--- config.mk ---
export PLATFORM = sky130hd
export DESIGN_NAME = sscod_cfg
export DESIGN_NICKNAME = d
export VERILOG_FILES = /design/src/sscod_pkg.sv /design/src/sscod_cfg.sv
export SDC_FILE = /design/constraint.sdc
export NUM_CORES = 1
export LEC_CHECK = 0
export ABC_CLOCK_PERIOD_IN_PS = 3400
export BUFFER_PORTS_ARGS = -buffer_cell sky130_fd_sc_hd__clkbuf_2
export CORE_ASPECT_RATIO = 1.4
export CORE_MARGIN = 4
export CORE_UTILIZATION = 46
export DETAILED_ROUTE_END_ITERATION = 6
export HOLD_SLACK_MARGIN = 0.03
export MAX_ROUTING_LAYER = met4
export PLACE_DENSITY = 0.76
export SLEW_MARGIN = 20
export SYNTH_ARGS = -nofsm -noshare
export SYNTH_HDL_FRONTEND = slang
export SYNTH_SLANG_ARGS = --single-unit
--- constraint.sdc ---
create_clock -name i_clk -period 3.4 [get_ports i_clk]
set_input_delay 0.68 -clock i_clk [delete_from_list [all_inputs] [get_ports i_clk]]
set_output_delay 0.68 -clock i_clk [all_outputs]
set_load 0.02 [all_outputs]
--- src/sscod_pkg.sv ---
`timescale 1ns / 1ps
// Shared types, constants and table builders for the sine soft-clip overdrive.
// No dependencies; imported by every module of the block.
package sscod_pkg;

    // Fixed-point settings
    localparam int SCALE_SHIFT     = 8;
    localparam int SINE_TABLE_SIZE = 512;

    // Quarter turn of phase in Q31 and the shift it amounts to after the >>32
    localparam logic [31:0] QUARTER_TURN = 32'h2000_0000;
    localparam int          QTURN_SH     = 32 - $clog2(QUARTER_TURN);

    // Phase index and table bank geometry
    localparam int IDX_W   = $clog2(SINE_TABLE_SIZE);
    localparam int PH_W    = 31 + IDX_W;
    localparam int EVEN_N  = SINE_TABLE_SIZE / 2 + 1;
    localparam int ODD_N   = (SINE_TABLE_SIZE + 1) / 2;
    localparam int EVEN_AW = $clog2(EVEN_N);
    localparam int ODD_AW  = $clog2(ODD_N);

    // Output scaling saturation limits
    localparam int                 SAT_LIM_I = 2 ** (30 - SCALE_SHIFT);
    localparam logic signed [31:0] SAT_LIM   = 32'(SAT_LIM_I);
    localparam logic signed [31:0] Q31_MAX   = 32'sh7FFF_FFFF;
    localparam logic signed [31:0] Q31_MIN   = 32'sh8000_0000;

    // Taylor series constant, pi in Q30
    localparam logic [63:0] PI_Q30 = 64'd3373259426;

    // Configuration port
    localparam int PADDR_W = 4;

    typedef enum logic [1:0] {
        REG_CLIP_LEVEL  = 2'd0,
        REG_THRESHOLD   = 2'd1,
        REG_INV_THRESH  = 2'd2,
        REG_VOLUME      = 2'd3
    } t_reg_idx;

    typedef logic signed [31:0] t_q31;

    typedef struct packed {
        logic [30:0] clip_level;
        logic [30:0] threshold;
        logic [30:0] inverse_threshold;
        logic [30:0] volume_scale;
    } t_cfg;

    // Hard clip flags that ride along with each item
    typedef struct packed {
        logic hi;
        logic lo;
    } t_tag;

    typedef t_q31 t_even_tab [EVEN_N];
    typedef t_q31 t_odd_tab  [ODD_N];

    // Sine at table step i, Q31, by fixed-point Taylor series on the first quadrant
    function automatic t_q31 turn_sine(input int unsigned i);
        logic [63:0] u;
        logic [63:0] a;
        logic [63:0] term;
        longint      sum;
        logic        neg;
        int          n;
        u   = ({32'd0, i} << 32) / 64'(SINE_TABLE_SIZE);
        neg = 1'b0;
        if (u >= 64'h8000_0000) begin
            neg = 1'b1;
            u   = u - 64'h8000_0000;
        end
        if (u > 64'h4000_0000) begin
            u = 64'h8000_0000 - u;
        end
        a    = (u * PI_Q30) >> 30;
        sum  = longint'(a);
        term = a;
        for (n = 1; n <= 12; n++) begin
            term = (term * a) >> 31;
            term = term / 64'(2 * n);
            term = (term * a) >> 31;
            term = term / 64'(2 * n + 1);
            if (n % 2 == 1) begin
                sum = sum - longint'(term);
            end else begin
                sum = sum + longint'(term);
            end
        end
        if (sum > 64'sh7FFF_FFFF) begin
            sum = 64'sh7FFF_FFFF;
        end
        if (sum < 0) begin
            sum = 0;
        end
        return neg ? -t_q31'(sum[31:0]) : t_q31'(sum[31:0]);
    endfunction

    // Even entries of the full-period table, including the wrap entry
    function automatic t_even_tab build_even();
        t_even_tab tab;
        for (int k = 0; k < EVEN_N; k++) begin
            tab[k] = turn_sine(32'(2 * k));
        end
        return tab;
    endfunction

    // Odd entries of the full-period table
    function automatic t_odd_tab build_odd();
        t_odd_tab tab;
        for (int k = 0; k < ODD_N; k++) begin
            tab[k] = turn_sine(32'(2 * k + 1));
        end
        return tab;
    endfunction

    // Scale the already shifted product up by 2^(SCALE_SHIFT+1), saturating
    function automatic t_q31 qscale_sat(input logic signed [31:0] r);
        if (r >= SAT_LIM) begin
            return Q31_MAX;
        end else if (r < -SAT_LIM) begin
            return Q31_MIN;
        end else begin
            return r <<< (SCALE_SHIFT + 1);
        end
    endfunction

endpackage

--- src/sscod_cfg.sv ---
`timescale 1ns / 1ps
// APB-style configuration registers for the sine soft-clip overdrive.
// Depends on sscod_pkg for the register map and the t_cfg bundle.
module sscod_cfg import sscod_pkg::*; (
    input  logic               i_clk,
    input  logic               i_rst_n,
    input  logic               psel,
    input  logic               penable,
    input  logic               pwrite,
    input  logic [PADDR_W-1:0] paddr,
    input  logic [31:0]        pwdata,
    output logic [31:0]        prdata,
    output logic               pready,
    output t_cfg               o_cfg
);

    t_cfg     r_cfg;
    t_reg_idx n_idx;
    logic     n_wr;

    assign pready = 1'b1;
    assign n_idx  = t_reg_idx'(paddr[3:2]);
    assign n_wr   = psel & penable & pwrite & pready;

    // Write the addressed register, masked to 31 bits
    always_ff @(posedge i_clk) begin
        if (!i_rst_n) begin
            r_cfg.clip_level        <= 31'h7FFF_FFFF;
            r_cfg.threshold         <= 31'd1288490188;
            r_cfg.inverse_threshold <= 31'd0;
            r_cfg.volume_scale      <= 31'd8388608;
        end else if (n_wr) begin
            case (n_idx)
                REG_CLIP_LEVEL: r_cfg.clip_level        <= pwdata[30:0];
                REG_THRESHOLD:  r_cfg.threshold         <= pwdata[30:0];
                REG_INV_THRESH: r_cfg.inverse_threshold <= pwdata[30:0];
                REG_VOLUME:     r_cfg.volume_scale      <= pwdata[30:0];
                default: ;
            endcase
        end
    end

    // Read back the addressed register
    always_comb begin
        case (n_idx)
            REG_CLIP_LEVEL: prdata = {1'b0, r_cfg.clip_level};
            REG_THRESHOLD:  prdata = {1'b0, r_cfg.threshold};
            REG_INV_THRESH: prdata = {1'b0, r_cfg.inverse_threshold};
            REG_VOLUME:     prdata = {1'b0, r_cfg.volume_scale};
            default:        prdata = 32'd0;
        endcase
    end

    assign o_cfg = r_cfg;

endmodule

* Yosys cells after proc, flatten, opt, wreduce, memory -nomap -nowiden
Cells that the tools add are included.
Widths: inputs -> output; s select.
** Operators by class
- $add $sub $neg :: 0
- Multiply operators :: 0
- Div/mod/pow operators :: 0
- Order comparisons :: 0
- Equal/unequal tests :: 3
- Shifts and indexed selects :: 0
- Mux-type cells :: 1
- Bitwise logic cells :: 2
- Reduce and logical (&&, ||, !) cells :: 5
** Operator list (number)
- $pmux 32 s4 :: 1
- $reduce_and 2->1 :: 4
- $eq 2x2->1 const B :: 2
- $and 1x1->1 :: 2
- $eq 2x1->1 const B :: 1
- $logic_not 2->1 :: 1
** Storage, ports and cells
- Bits in registers :: 124
- Latch bits :: 0
- RAM bits :: 0
- ROM bits :: 0
- Input bits :: 41
- Output and inout bits :: 157
- Word-level logic and storage cells :: 15
- Memories kept :: 0

* Depth between registers and ports, before layout
- Depth in word-level cells :: 3
- Depth in mapped cells :: 5

* Least setup slack after synthesis
OpenSTA, ideal clock, no wires.
- Path kind :: input to output
- Start :: in paddr[2]
- End :: out prdata[0]
- Data arrival time :: 1.661 ns
- Data required time :: 2.720 ns
- Path slack :: 1.059 ns
- Stages on the path :: 3
- Path buffers :: 2
- Cells stage by stage :: buf_2 > buf_4 > mux4_2
** On the way
- Word-level cells in the longest chain between the ends :: 2
- Elaborated cells between the ends (all ways) :: 5
- Classes of those cells :: eq/ne: 3; mux: 1; reduce/logical: 1
** Ends and longest elaborated chain
- from (decl) :: line sscod_cfg.sv:10 : input logic [PADDR_W-1:0] paddr,
- $eq 2x2->1 (tied with other cells) :: line sscod_cfg.sv:45 : case (n_idx)
- $pmux 32 s4 * :: line sscod_cfg.sv:45
- to (decl) :: line sscod_cfg.sv:12 : output logic [31:0] prdata,
Every way passes the cells marked *; elsewhere a longest branch is shown, timed or not. The select of a mux whose other input is x is not followed.

* Worst setup path in the final report
- Start :: in paddr[3]
- End :: out prdata[24]
Same word-level chain as after synthesis.

==> metrics.md <==
| Metric | Value |
|---|---|
| Commonest register cell after synthesis | `dfxtp_1` |
| Detailed Route Iter0 Violations | `174` |
| Leading area contributor after synthesis | `dfxtp_1` |
| Minimum clock period | `2.80 ns` |
| Crit Path Category | `primary input to output port` |
| Filler cell count | `1023` |
| Required @ worst endpoint | `2.72 ns` |
| # Post-CTS Setup Buffers | `0` |
| Tcrit/Tclk final | `82.4%` |
| DP Wirelength | `10700 um` |
| Number of flip-flops in the largest register | `124` |
| Core area | `11900 um2` |
| Gpl congestion | `0.784` |
| Syn Nets | `563` |
| Post-synth top area share | `44.1%` |
| Crit path launch type | `primary input` |
| # diodes | `0` |
| Most frequent cell after synthesis | `dfxtp_1` |
| Asr flop ratio synth | `0%` |
| Hold-fix buffers, CTS | `0` |
| Hold path cells | `2` |
| Global route overflow | `0` |
| Area Overhead vs Synth | `28.4%` |
| CTS root buf | `clkbuf_16` |
| Slowest library cell on the worst path | `mux4_2` |
| Setup Skew | `0 ns` |
| Fin Setup TNS | `0 ns` |
| Worst-margin pin slew | `0.757 ns` |
| Worst r2r path cells | `2` |
| Max Buffers Root-to-Sink | `2` |
| CTS Sinks | `124` |
| CP Cell Sequence | `clkbuf_2, buf_12, mux4_2, clkbuf_2` |
| Register area share after synthesis | `44.1%` |
| Commonest cells in the netlist | `dfxtp_1 (124), mux2i_1 (108), nand2_1 (108)` |
| PD cells | `494 nW/um2` |
| Post_cts resized | `0` |
| H-tree levels | `4` |
| Final setup vio count | `0` |
| Final hold viol count | `0` |
| Antenna-violating nets left | `0` |
| Synth Area per Inst | `10.8 um2` |
| Num CTS Buffers | `17` |
| I/O Buffers | `192` |
| Slew Viols, Final | `0` |
| Area contributors post-synth | `dfxtp_1 (44%), mux2i_1 (19%), mux4_2 (12%)` |
| Yosys Warn Count | `0` |
| Final nets | `740` |
| Cell mode on critical path | `clkbuf_2` |
| Status | `completed` |
| Overall die width | `102 um` |
| Die area | `14100 um2` |
| Final Routed Wirelength | `14900 um` |
| Clock slew at reported path FFs | `0.05 ns` |
| Largest net degree at the start of global routing | `93` |
| Max FO, Critical Path | `27` |
| Initial antenna violation count | `0` |
| P_leak | `0.00331 uW` |
| Max-Cap Viols | `0` |
| First-pass GRT wire length | `23900 um` |
| Gr usage total | `21.9%` |
| Post-Synthesis Cells | `522` |
| Min-Delay Path Class | `flop to flop` |
| DRC | `0` |
| Die Ht | `139 um` |
| #FFs+latches synth | `124` |
| Wirelength per Cell | `17.4 um` |
| Post-synth EDFFs | `0` |
| Worst skew pair latency | `0.40 ns` |
| Drt first pass iters | `5` |
| Unique masters post-synth | `22` |
| Initial Utilization | `47.4%` |
| Peak supply drop | `0.271 mV` |
| Via/cell ratio | `5.34` |
| Row count | `47` |
| Via Count | `4587` |
| Top Ports | `198` |
| Total power | `3570 uW` |
| Worst Setup End Kind | `output port` |
| Critical path's largest stage delay | `0.52 ns` |
| TritonCTS clock tree | `done` |
| Vias in the first global route | `4739` |
| Fmax | `357 MHz` |
| RSZ-0062 raised after global routing | `false` |
| Post-synthesis cell area | `5630 um2` |
| Worst slew margin | `49.5%` |
| Worst EP arrival | `2.12 ns` |
| Fraction of layout cells with a size suffix above 1 | `38.2%` |
==> final timing paths <==
| check | start | to | slack, ns |
|---|---|---|---|
| setup / recovery | paddr[3] | prdata[24] | 0.60 |
| hold / removal | o_cfg[45] | o_cfg[45] | 0.47 |
| setup reg to reg | o_cfg[110] | o_cfg[110] | 2.71 |
| hold reg to reg | o_cfg[45] | o_cfg[45] | 0.47 |
==> critical path, delay by kind of cell <==
family	cells	cell delay, ns
buffers and inverters	3	0.89
multiplexers	1	0.52
==> per-stage QoR <==
stage / util, % / setup slack, ns / cells / area, um2 / hold slack, ns
detailed placement: 56.0 / 0.585 / 827 / 6650 / 0.465
global route: 60.9 / 0.518 / 859 / 7230 / 0.495
CTS: 60.9 / 0.582 / 859 / 7230 / 0.476
floorplan: - / 1.06 / 522 / 5630 / 0.540
finish: 60.9 / 0.597 / 859 / 7230 / 0.472
global placement: 56.0 / 0.623 / 827 / 6650 / 0.454
==> final cells by class <==
cell class,count,area [um2],share of cell area (%)
multi-input combinational,335,2810,38.9
sequential,124,2480,34.3
timing repair buffer,205,1110,15.4
clock buffer,21,460,6.37
tap,147,184,2.54
clock inverter,11,119,1.64
inverter,16,60.1,0.831
==> power breakdown <==
| group | internal [uW] | total (uW) | switching [uW] |
|---|---|---|---|
| Sequential | 1480 | 1490 | 16.8 |
| Combinational | 132 | 331 | 199 |
| Clock | 1110 | 1750 | 633 |
==> cells in the final DEF, fill, tap and decap left out, drive strengths merged, types with 8 or more instances in the layout <==
| master | n |
|---|---|
| clkbuf | 211 |
| dfxtp | 124 |
| mux2i | 108 |
| nand2 | 108 |
| nor2b | 46 |
| mux4 | 31 |
| inv | 16 |
| o31ai | 16 |
| o211ai | 16 |
| buf | 15 |
| clkinv | 8 |
==> routing by layer <==
layer | vias up | part of all wire [%] | global-route usage, %
li1 | 2154 | - | -
met1 | 2250 | 40 | 25.1
met2 | 165 | 52 | 37.2
met3 | 18 | 5.8 | 5.03
met4 | 0 | 1.6 | 7.63
met5 | - | 0 | -
==> cell families after synthesis <==
logic type	Yosys count	share of synthesized area, %
AND/OR/NAND/NOR	162	13.8
multiplexers	139	31.6
flip-flops	124	44.1
buffers and inverters	63	6.15
AO/OA/AOI/OAI	32	4.27
other	2	0.133
(Power assumes the default switching activity.)
